`src/hdl/assert_macros.svh`:
```
// Assertion macros shared by the RTL. Empty when SYNTHESIS is defined.
`ifndef ASSERT_MACROS_SVH
`define ASSERT_MACROS_SVH
`ifndef SYNTHESIS
`define ASSERT_IMPLIES(label, clk, rst_n, a, c) \
  label: assert property (@(posedge clk) disable iff (!rst_n) (a) |-> (c)) \
    else $error("assertion failed");
`define ASSERT_NEXT(label, clk, rst_n, a, c) \
  label: assert property (@(posedge clk) disable iff (!rst_n) (a) |=> (c)) \
    else $error("assertion failed");
`else
`define ASSERT_IMPLIES(label, clk, rst_n, a, c)
`define ASSERT_NEXT(label, clk, rst_n, a, c)
`endif
`endif

```
`src/hdl/pwstat_pkg.sv`:
```
// ----------------------------------------------------------------------------
// pwstat_pkg
// Shared types and constants of the per-sensor window statistics block.
// ----------------------------------------------------------------------------
`default_nettype none
package pwstat_pkg;
  localparam int unsigned SENSORS_DEF     = 128;
  localparam int unsigned WINDOW_MAX_DEF  = 16;
  localparam int unsigned SAMPLE_BITS_DEF = 16;
  localparam logic [4:0]  WINLEN_RESET    = 5'd10;

  localparam logic CMD_ADD   = 1'b0;
  localparam logic CMD_FLUSH = 1'b1;

  typedef enum logic [3:0] {
    ST_IDLE,
    ST_READ,
    ST_UPDATE,
    ST_PREP,
    ST_PREP2,
    ST_DIVIDE,
    ST_SCALE,
    ST_SQRT,
    ST_OUT
  } pws_state_t;

  // Controller to datapath commands.
  typedef struct packed {
    logic rd;
    logic update;
    logic prep;
    logic div_start;
    logic div_step;
    logic scale;
    logic sqrt_start;
    logic sqrt_step;
    logic out_load;
  } pws_cmd_t;

  // Datapath to controller status.
  typedef struct packed {
    logic valid_id;
    logic is_flush;
    logic empty;
    logic close;
    logic div_done;
    logic sqrt_done;
  } pws_stat_t;
endpackage
`default_nettype wire

```
`src/hdl/pwstat_ctrl.sv`:
```
// ----------------------------------------------------------------------------
// pwstat_ctrl
// Sequencer: read the sensor entry, update it, then, when a window closes or
// an open window is flushed, run divide and root.
`default_nettype none
module pwstat_ctrl (
  input  wire logic                  clk,
  input  wire logic                  rst_n,
  input  wire logic                  in_valid,
  output logic                       in_stall,
  output logic                       out_valid,
  input  wire logic                  out_stall,
  input  wire pwstat_pkg::pws_stat_t stat,
  output pwstat_pkg::pws_cmd_t       cmd
);
  import pwstat_pkg::*;

  pws_state_t state_r, state_nxt;

  // State register.
  always_ff @(posedge clk) begin
    if (!rst_n) state_r <= ST_IDLE;
    else state_r <= state_nxt;
  end

  // Next state.
  always_comb begin
    state_nxt = state_r;
    unique case (state_r)
      ST_IDLE:   if (in_valid) state_nxt = ST_READ;
      ST_READ:   state_nxt = ST_UPDATE;
      ST_UPDATE: begin
        if (!stat.valid_id) state_nxt = ST_IDLE;
        else if (stat.is_flush) state_nxt = stat.empty ? ST_IDLE : ST_PREP;
        else state_nxt = stat.close ? ST_PREP : ST_IDLE;
      end
      ST_PREP:   state_nxt = ST_PREP2;
      ST_PREP2:  state_nxt = ST_DIVIDE;
      ST_DIVIDE: if (stat.div_done) state_nxt = ST_SCALE;
      ST_SCALE:  state_nxt = ST_SQRT;
      ST_SQRT:   if (stat.sqrt_done) state_nxt = ST_OUT;
      ST_OUT:    if (!out_stall) state_nxt = ST_IDLE;
      default:   state_nxt = ST_IDLE;
    endcase
  end

  // Outputs.
  always_comb begin
    cmd       = '0;
    in_stall  = 1'b1;
    out_valid = 1'b0;
    unique case (state_r)
      ST_IDLE:   begin in_stall = 1'b0; cmd.rd = in_valid; end
      ST_UPDATE: cmd.update = 1'b1;
      ST_PREP:   cmd.prep = 1'b1;
      ST_PREP2:  cmd.div_start = 1'b1;
      ST_DIVIDE: cmd.div_step = 1'b1;
      ST_SCALE:  begin cmd.scale = 1'b1; cmd.sqrt_start = 1'b1; end
      ST_SQRT:   begin
        cmd.sqrt_step = 1'b1;
        cmd.out_load  = stat.sqrt_done;
      end
      ST_OUT:    out_valid = 1'b1;
      default:   ;
    endcase
  end
endmodule
`default_nettype wire

```
`config.mk`:
```
export PLATFORM = sky130hd
export DESIGN_NAME = pwstat_ctrl
export DESIGN_NICKNAME = d
export VERILOG_FILES = /design/src/hdl/assert_macros.svh /design/src/hdl/pwstat_pkg.sv /design/src/hdl/pwstat_ctrl.sv
export SDC_FILE = /design/constraint.sdc
export NUM_CORES = 1
export LEC_CHECK = 0
export BUFFER_PORTS_ARGS = -buffer_cell sky130_fd_sc_hd__buf_4
export CAP_MARGIN = 20
export CORE_AREA = 2 2 39 41
export CTS_BUF_LIST = sky130_fd_sc_hd__clkbuf_16
export DETAILED_ROUTE_END_ITERATION = 8
export DIE_AREA = 0 0 41 43
export HOLD_SLACK_MARGIN = 0.1
export PLACE_DENSITY_LB_ADDON = 0.3
export SLEW_MARGIN = 25
export SYNTH_ARGS = -nofsm -noshare
export SYNTH_HDL_FRONTEND = slang
export SYNTH_SLANG_ARGS = --single-unit
```
`constraint.sdc`:
```
create_clock -name clk -period 3.6 [get_ports clk]
set_input_delay 0.72 -clock clk [delete_from_list [all_inputs] [get_ports clk]]
set_output_delay 0.72 -clock clk [all_outputs]
set_load 0.005 [all_outputs]
```
==> metrics.yaml, run 1 <==
status:
  status: "completed"
critical_path:
  r2r_slack_ns: 2.18
  crit_type: "reg -> out"
  setup.worst_path.start_class: "register"
  crit_required_ns: 2.88
  cp_max_fo: 12
  critPathCapture: "cmd[0]"
  end_kind: "output port"
  r2r_cells: 4
  critPathLaunch: "state_r[1]"
  cp_data_arrival_time_ns: 1.52
  r2r-start: "state_r[1]"
  r2r-end: "state_r[1]"
finish:
  final_cells: 80
  top_register: "state_r"
  drive_gt1_share_pct: 46.9
  antenna_cells: 0
  nets: 76
  largest_reg_flops: 4
  syn_to_final_growth_pct: 63.7
  largestRegisters: "state_r: 4 flops"
power:
  leakage_nw: 0.265
  peakVddDrop_uv: 151
  finalPower_mw: 0.290
  power.density_nw_per_um2: 510
logic_synthesis:
  seq_area_frac_synth_pct: 23.0
  avgSynthCellArea_um2: 7.91
  synth_edf_count: 0
  synth_top_area_share_pct: 23.0
  synth_top_area_cell: "dfxtp_1"
  yosysWarnings: 0
  ys_ff_latch: 4
  synthArstFlopShare_pct: 0
  synth_cells: 44
  synthFlopType: "dfxtp_1"
  synth_nets: 54
  ys_types: 29
  synthTopCellsByArea: "dfxtp_1 (23%), nor3_1 (7.2%), nor4b_4 (6.8%), nor2_1 (5.4%), nand3b_1 (4.3%)"
  synth.cell_area_um2: 348
timing:
  slew_violations: 0
  fmax_mhz: 447
  setup_tns_ns: 0
  rsz0062_at_grt: "no"
  setup_viol: 0
  hold_violations: 0
  clock_skew_ns: 0.00228
  tightest_slew_ns: 0.395
  hold_slack_ns: 0.650
  period_share_pct: 62.1
  slew_headroom_pct: 73.6
  finalWorstPathRequiredPeriod_ns: 2.24
hold_path:
  hold_class: "reg -> reg"
  hp-start: "state_r[2]"
cts:
  htree_num_levels: 1
  cts-buffers-inserted: 3
  post_cts_buffers: 0
  cts_resized: 0
  cts_tree: "done"
  clock_sinks: 4
  clk_pin_slew_ns: 0.03
  cts-root-buf: "clkbuf_16"
  insertion_delay_ns: 0.23
  clockBufferDepth: 2
  hold_buffers: 0
route:
  routed_wl_um: 928
  vias_per_cell: 4.90
  drc: 0
  antenna_left: 0
  routedWlPerCell_um: 11.6
  initialDrtViolationCount: 5
  vias: 392
  firstDrtPassIters: 4
global_route:
  track_usage_pct: 12.4
  grt_pass1_wl_um: 1390
  first_global_vias: 345
  grt_max_degree: 13
  antenna_found_initial: 0
  grt_overflow: 0
place:
  port_buffers: 20
  dp_hpwl_um: 726
  gp_congestion: 0.725
  place_inst: 77
floorplan:
  die_x_um: 41
  die_area_um2: 1760
  pin_count: 21
  design.core.area_um2: 1380
  rows: 14
  initial_core_util_pct: 25.1
  fp.dieH_um: 43
run:
  drv_cap: 0
through the flow:
stage               utilization, %  worst slack (ns)  area, um2
finish                        41.1              1.36        569
global route                  41.1              1.25        569
CTS                           41.1              1.36        569
detailed placement            35.7              1.60        494
global placement              35.7              1.64        494
floorplan                        -              1.93        348
area by class of cell:
cell class,instances,area [um2]
Fill cell,140,815
Clock buffer,3,75.1
Sequential cell,4,80.1
Timing Repair Buffer,20,150
Inverter,1,3.75
Tap cell,16,20.0
Multi-Input combinational cell,36,240
power breakdown:
part	switching (mW)	total, mW	internal [mW]	leakage, nW
registers	0.0115	0.0603	0.0488	0.0327
logic	0.0208	0.0544	0.0337	0.195
clock network	0.0334	0.176	0.142	0.0370
placed cells by master (no fill, tap or decap), types with 2 or more instances in the layout:
cell,synthesis,routed
nor2_1,5,5
buf_4,1,20
dfxtp_1,4,4
nand2_1,2,2
clkbuf_16,0,3
and3_1,2,2
nand3b_1,2,2
nor3_1,5,5
nand2b_1,2,2
cells by family (layout without fill, tap and decap cells):
| family | count (synthesis) | in the layout | share of synthesized area, % |
|---|---|---|---|
| compound gates | 7 | 7 | 15.1 |
| simple gates | 29 | 29 | 54.0 |
| flops | 4 | 4 | 23.0 |
| buf+inv | 4 | 24 | 7.91 |
worst min path at each step:
stage | to | slack (ns) | cells after the start
finish | state_r[2] | 0.65 | 2
floorplan | state_r[2] | 0.57 | 2
global route | state_r[2] | 0.68 | 2
detailed placement | state_r[2] | 0.64 | 2
CTS | state_r[2] | 0.65 | 2
global placement | state_r[2] | 0.66 | 2
synthesized netlist by cell type (2+ instances only):
cell      number
nor3_1         5
nand3b_1       2
nand2_1        2
dfxtp_1        4
and3_1         2
nor2_1         5
nand2b_1       2
metal layers:
| metal | part of all wire [%] | vias up | global-route usage (%) |
|---|---|---|---|
| li1 | - | 202 | - |
| met1 | 45 | 164 | 14.8 |
| met2 | 42 | 22 | 15.9 |
| met3 | 7.8 | 4 | 3.14 |
| met4 | 4.7 | 0 | 14.0 |
| met5 | 0 | - | 0 |
worst max-delay path, cell delays in order, from the launching register on:
cell     delay (ns)
dfxtp_1        0.55
or2b_1         0.32
nor2_2         0.18
and2_1         0.14
buf_4          0.10
Note: power is estimated with default switching activity, not from simulation.
==> run 2, diff against run 1 <==
==> constraint.sdc (replaced) <==
create_clock -name clk -period 2.11 [get_ports clk]
set_input_delay 0.422 -clock clk [delete_from_list [all_inputs] [get_ports clk]]
set_output_delay 0.422 -clock clk [all_outputs]
set_load 0.005 [all_outputs]
==> metrics.yaml, run 2 (synthesis results as in run 1) <==
status:
  status: "completed"
floorplan:
  rows: 14  # unchanged
  design.core.area_um2: 1380  # unchanged
  initial_core_util_pct: 25.1  # unchanged
  fp.dieH_um: 43  # unchanged
  die_x_um: 41  # unchanged
  die_area_um2: 1760  # unchanged
  pin_count: 21  # unchanged
timing:
  period_share_pct: 82.3
  slew_headroom_pct: 74.9  # +1.3 points
  tightest_slew_ns: 0.373  # -0.0224 ns
  hold_violations: 0  # unchanged
  clock_skew_ns: 0.000363  # -0.00191 ns
  setup_viol: 0  # unchanged
  slew_violations: 0  # unchanged
  rsz0062_at_grt: "no"
  setup_tns_ns: 0  # unchanged
  finalWorstPathRequiredPeriod_ns: 1.74
  fmax_mhz: 576
cts:
  htree_num_levels: 1  # unchanged
  clock_sinks: 4  # unchanged
  cts-root-buf: "clkbuf_16"
  hold_buffers: 0  # unchanged
  cts-buffers-inserted: 3  # unchanged
  post_cts_buffers: 0  # unchanged
  clk_pin_slew_ns: 0.03  # about the same
  cts_tree: "done"
  insertion_delay_ns: 0.23  # about the same
  clockBufferDepth: 2  # unchanged
  cts_resized: 0  # unchanged
global_route:
  first_global_vias: 340  # -1.4%
  antenna_found_initial: 0  # unchanged
  track_usage_pct: 12.3  # -0.19 points
  grt_max_degree: 12  # -1
  grt_pass1_wl_um: 1410  # +2.0%
  grt_overflow: 0  # unchanged
finish:
  final_cells: 81  # +1.3%
  final_cell_mix: "buf_4 (21), nor2_1 (5), nor3_1 (5)"
  nets: 77  # +1.3%
  finish.utilization_pct: 41.7  # +0.54 points
  largestRegisters: "state_r: 4 flops"
  syn_to_final_growth_pct: 65.8
  top_register: "state_r"
  layout_commonest_cell: "buf_4"
  antenna_cells: 0  # unchanged
  largest_reg_flops: 4  # unchanged
  drive_gt1_share_pct: 47.7  # +0.82 points
route:
  antenna_left: 0  # unchanged
  routed_wl_um: 923  # -0.54%
  vias_per_cell: 4.81  # -1.7%
  vias: 390  # -0.51%
  firstDrtPassIters: 4  # unchanged
  initialDrtViolationCount: 5  # unchanged
  routedWlPerCell_um: 11.4  # -1.8%
  drc: 0  # unchanged
critical_path:
  crit_required_ns: 1.69  # -1.19 ns
  r2r_slack_ns: 0.76  # -1.42 ns
  setup.worst_path.start_class: "register"
  crit_type: "reg -> out"
  cp_data_arrival_time_ns: 1.31  # -0.21 ns
  r2r-start: "state_r[1]"
  cp_max_fo: 7  # -5
  r2r-end: "state_r[1]"
  end_kind: "output port"
  r2r_cells: 5  # +1
hold_path:
  hp-start: "rst_n"
  min_to: "state_r[0]"
  hold_class: "in -> reg"
  min_delay_path_depth: 2  # unchanged
place:
  place_inst: 78  # +1.3%
  dp_hpwl_um: 701  # -3.5%
  port_buffers: 20  # unchanged
  gp_congestion: 0.726  # +0.14%
power:
  comb_power_share_pct: 21.0  # +2.2 points
  p_seq_share_pct: 19.2  # -1.6 points
  finalPower_mw: 0.500  # +72%
  swShare_pct: 22.7  # +0.11 points
  p_int_mw: 0.386  # +72%
  p_clk_share_pct: 59.8  # -0.7 points
  p_switching_mw: 0.114  # +73%
  peakVddDrop_uv: 286  # +90%
  power.density_nw_per_um2: 867  # +70%
  leakage_nw: 0.270  # +2.0%
run:
  drv_cap: 0  # unchanged
-- run 2: changes by cell type in the layout (fill, tap and decap cells not counted) --
cell	previous run	this run
buf_4	20	21
-- run 2: final cells by class --
type	instances	area [um2]
repair buffers	21	158
clock buffers	3	75.1
multi-input cells	36	240
fillers	144	807
flip-flops and latches	4	80.1
inverters	1	3.75
well taps	16	20.0
-- run 2: metal layers --
layer / vias to the layer above / track usage, % / part of all wire, %
li1: 197 / - / -
met1: 172 / 15.2 / 45
met2: 18 / 16.9 / 44
met3: 3 / 3.14 / 7.8
met4: 0 / 10.0 / 2.8
met5: - / 0 / 0
-- run 2: metrics by stage --
| step | cell area (um2) | worst slack [ns] | hold slack [ns] |
|---|---|---|---|
| CTS | 577 | 0.374 | 0.454 |
| floorplan | 348 | 0.740 | 0.550 |
| global placement | 502 | 0.642 | 0.629 |
| global route | 577 | 0.254 | 0.461 |
| detailed placement | 502 | 0.616 | 0.630 |
| finish | 577 | 0.373 | 0.452 |
-- run 2: critical path, cell delays in order (launching register included) --
cell	delay, ns
dfxtp_1	0.38
or2b_1	0.30
nor2_2	0.17
and2_1	0.14
buf_4	0.10
-- run 2: power groups by stage --
stage / Clock [mW] / Combinational [mW] / Sequential, mW
CTS: 0.300 / 0.106 / 0.0955
global placement: 0 / 0.105 / 0.0967
detailed placement: 0 / 0.106 / 0.0962
finish: 0.299 / 0.105 / 0.0958
global route: 0.305 / 0.114 / 0.0976
floorplan: 0 / 0.0732 / 0.0878
-- run 2: worst max-delay path by stage --
stage / start / end / slack, ns / depth (start not counted)
after detailed placement: state_r[3] / cmd[0] / 0.62 / 4
after global routing: state_r[0] / cmd[0] / 0.25 / 4
final: state_r[3] / cmd[0] / 0.37 / 4
after floorplan: state_r[3] / cmd[0] / 0.74 / 3
after global placement: state_r[0] / cmd[0] / 0.64 / 4
after CTS: state_r[3] / cmd[0] / 0.37 / 4
==> run 3, diff against run 2 <==
--- a/config.mk
+++ b/config.mk
@@ -5,6 +5,7 @@
 export SDC_FILE = /design/constraint.sdc
 export NUM_CORES = 1
 export LEC_CHECK = 0
+export ABC_AREA = 1
 export BUFFER_PORTS_ARGS = -buffer_cell sky130_fd_sc_hd__buf_4
 export CAP_MARGIN = 20
 export CORE_AREA = 2 2 39 41
==> constraint.sdc (replaced) <==
create_clock -name clk -period 1.6 [get_ports clk]
set_input_delay 0.32 -clock clk [delete_from_list [all_inputs] [get_ports clk]]
set_output_delay 0.32 -clock clk [all_outputs]
set_load 0.005 [all_outputs]
==> metrics.yaml, run 3 <==
floorplan:
  fp.dieH_um: 43  # unchanged
  initial_core_util_pct: 28.4  # +3.3 points
  design.core.area_um2: 1380  # unchanged
  rows: 14  # unchanged
  die_x_um: 41  # unchanged
  pin_count: 21  # unchanged
  die_area_um2: 1760  # unchanged
place:
  dp_hpwl_um: 802  # +14%
  gp_congestion: 0.724  # -0.19%
  place_inst: 104  # +33%
  port_buffers: 20  # unchanged
logic_synthesis:
  ys_types: 14  # -52%
  synth_top_area_share_pct: 20.4  # -2.6 points
  synth_nets: 79  # +46%
  avgSynthCellArea_um2: 5.69  # -28%
  synth.cell_area_um2: 393  # +13%
  synth_commonest_cells: "inv_1 (16), nand2_1 (15), nor2_1 (8)"
  seq_area_frac_synth_pct: 20.4  # -2.6 points
  synth_top_area_cell: "dfxtp_1"
  yosysWarnings: 0  # unchanged
  yosys.cell_count.top_type: "inv_1"
  synth_edf_count: 0  # unchanged
  synthArstFlopShare_pct: 0  # unchanged
  synthFlopType: "dfxtp_1"
  synthTopCellsByArea: "dfxtp_1 (20%), inv_1 (15%), nand2_1 (14%), nand2_2 (8.0%), nand3_2 (7.6%)"
  synth_cells: 69  # +57%
  ys_ff_latch: 4  # unchanged
timing:
  slew_headroom_pct: 85.5  # +11 points
  slew_violations: 0  # unchanged
  rsz0062_at_grt: "no"
  clock_skew_ns: 0.000853  # +0.000490 ns
  period_share_pct: 92.1
  setup_viol: 0  # unchanged
  finalWorstPathRequiredPeriod_ns: 1.47
  setup_tns_ns: 0  # unchanged
  tightest_slew_ns: 0.218  # -0.155 ns
  hold_violations: 0  # unchanged
  fmax_mhz: 679
critical_path:
  crit_type: "reg -> out"
  r2r-start: "state_r[0]"
  setup.worst_path.start_class: "register"
  end_kind: "output port"
  cp_data_arrival_time_ns: 1.15  # -0.16 ns
  critPathLaunch: "state_r[2]"
  cp_max_fo: 6  # -1
  crit_required_ns: 1.28  # -0.41 ns
  r2r_cells: 8  # +3
finish:
  multiInputGateArea_um2: 239  # -0.52%
  nets: 103  # +34%
  largest_reg_flops: 4  # unchanged
  antenna_cells: 0  # unchanged
  fillers: 151  # +4.9%
  layout_commonest_cell: "buf_4"
  final_cell_mix: "buf_4 (20), inv_1 (16), nand2_1 (15)"
  drive_gt1_share_pct: 44.0  # -3.7 points
  largestRegisters: "state_r: 4 flops"
  final-seq-area_um2: 81.3  # +1.6%
  syn_to_final_growth_pct: 62.1
  top_register: "state_r"
  final_cells: 107  # +32%
cts:
  cts-root-buf: "clkbuf_16"
  clk_pin_slew_ns: 0.03  # about the same
  htree_num_levels: 1  # unchanged
  cts_tree: "done"
  cts-buffers-inserted: 3  # unchanged
  insertion_delay_ns: 0.22  # about the same
  post_cts_buffers: 0  # unchanged
  clockBufferDepth: 2  # unchanged
  hold_buffers: 0  # unchanged
  clock_sinks: 4  # unchanged
status:
  status: "completed"
global_route:
  grt_max_degree: 7  # -5
  grt_overflow: 0  # unchanged
  first_global_vias: 395  # +16%
  antenna_found_initial: 0  # unchanged
  track_usage_pct: 13.2  # +0.98 points
  grt_pass1_wl_um: 1440  # +2.0%
route:
  routed_wl_um: 958  # +3.8%
  vias_per_cell: 4.31  # -11%
  initialDrtViolationCount: 7  # +2
  routedWlPerCell_um: 8.95  # -21%
  antenna_left: 0  # unchanged
  vias: 461  # +18%
  drc: 0  # unchanged
  firstDrtPassIters: 4  # unchanged
run:
  drv_cap: 0  # unchanged
hold_path:
  min_delay_path_depth: 3  # +1
  hold_class: "in -> reg"
  hp-start: "rst_n"
power:
  peakVddDrop_uv: 611  # +110%
  power.density_nw_per_um2: 1060  # +22%
  leakage_nw: 0.377  # +40%
-- run 3: cell count changes in the layout (fill, tap and decap cells not counted), sizes merged, moves of 4 or more --
cell and change:
inv +18, nand2 +16, nor2 +7, nand3 +6
nor3 -4
-- run 3: worst max-delay path, cell delays in order (launching register included) --
cell	delay [ns]
dfxtp_2	0.37
inv_2	0.07
nor2_4	0.11
inv_2	0.07
nor2_4	0.08
nand2_1	0.08
inv_1	0.06
buf_4	0.10
-- run 3: metrics by stage --
stage / worst slack (ns) / util (%) / hold slack [ns] / total power, mW / instance area, um2
global placement: 0.274 / 40.1 / 0.512 / 0.279 / 556
global route: 0.0455 / 46.0 / 0.312 / 0.712 / 637
CTS: 0.0279 / 45.6 / 0.289 / 0.678 / 631
finish: 0.127 / 46.0 / 0.293 / 0.673 / 637
detailed placement: 0.256 / 40.1 / 0.520 / 0.280 / 556
floorplan: 0.387 / - / 0.418 / 0.218 / 393
-- run 3: metal layers --
layer  up-vias  global-route usage, %  part of all wire (%)  wire, um
met5         -                      0                     0         0
li1        246                      -                     -         -
met2        14                   18.1                    48       463
met4         0                   16.0                   2.5        24
met3         2                   3.14                   7.0        67
met1       199                   14.1                    42       403
-- run 3: kinds of logic (layout without fill, tap and decap cells) --
group / count (synthesis) / in the layout / synth area share (%)
AND/OR/NAND/NOR: 40 / 40 / 53.2
buffers and inverters: 20 / 42 / 20.1
AO/OA/AOI/OAI: 5 / 5 / 6.37
flip-flops: 4 / 4 / 20.4
-- run 3: cell type report --
class | instances | area share, %
clock buffer | 3 | 11.8
inverter | 19 | 11.2
multi-input combinational | 45 | 37.5
sequential | 4 | 12.8
tap | 16 | 3.14
timing repair buffer | 20 | 23.6
-- run 3: path summary, 6_finish.rpt --
path	endpoint	slack, ns
setup / recovery	cmd[0]	0.13
hold / removal	state_r[2]	0.29
setup reg to reg	state_r[2]	0.48
hold reg to reg	state_r[3]	0.62
-- run 3: what timing repair did --
item / in CTS / in global routing
endpoints found under the setup margin: 0 / 2
endpoints found under the hold margin: 0 / 0
gates resized for setup: 0 / 2
-- run 3: where the power goes --
| part | internal (mW) | switching (mW) | total [mW] | leakage (nW) |
|---|---|---|---|---|
| clock | 0.319 | 0.0694 | 0.389 | 0.0370 |
| sequential | 0.110 | 0.0153 | 0.126 | 0.0331 |
| combinational | 0.0740 | 0.0845 | 0.158 | 0.307 |
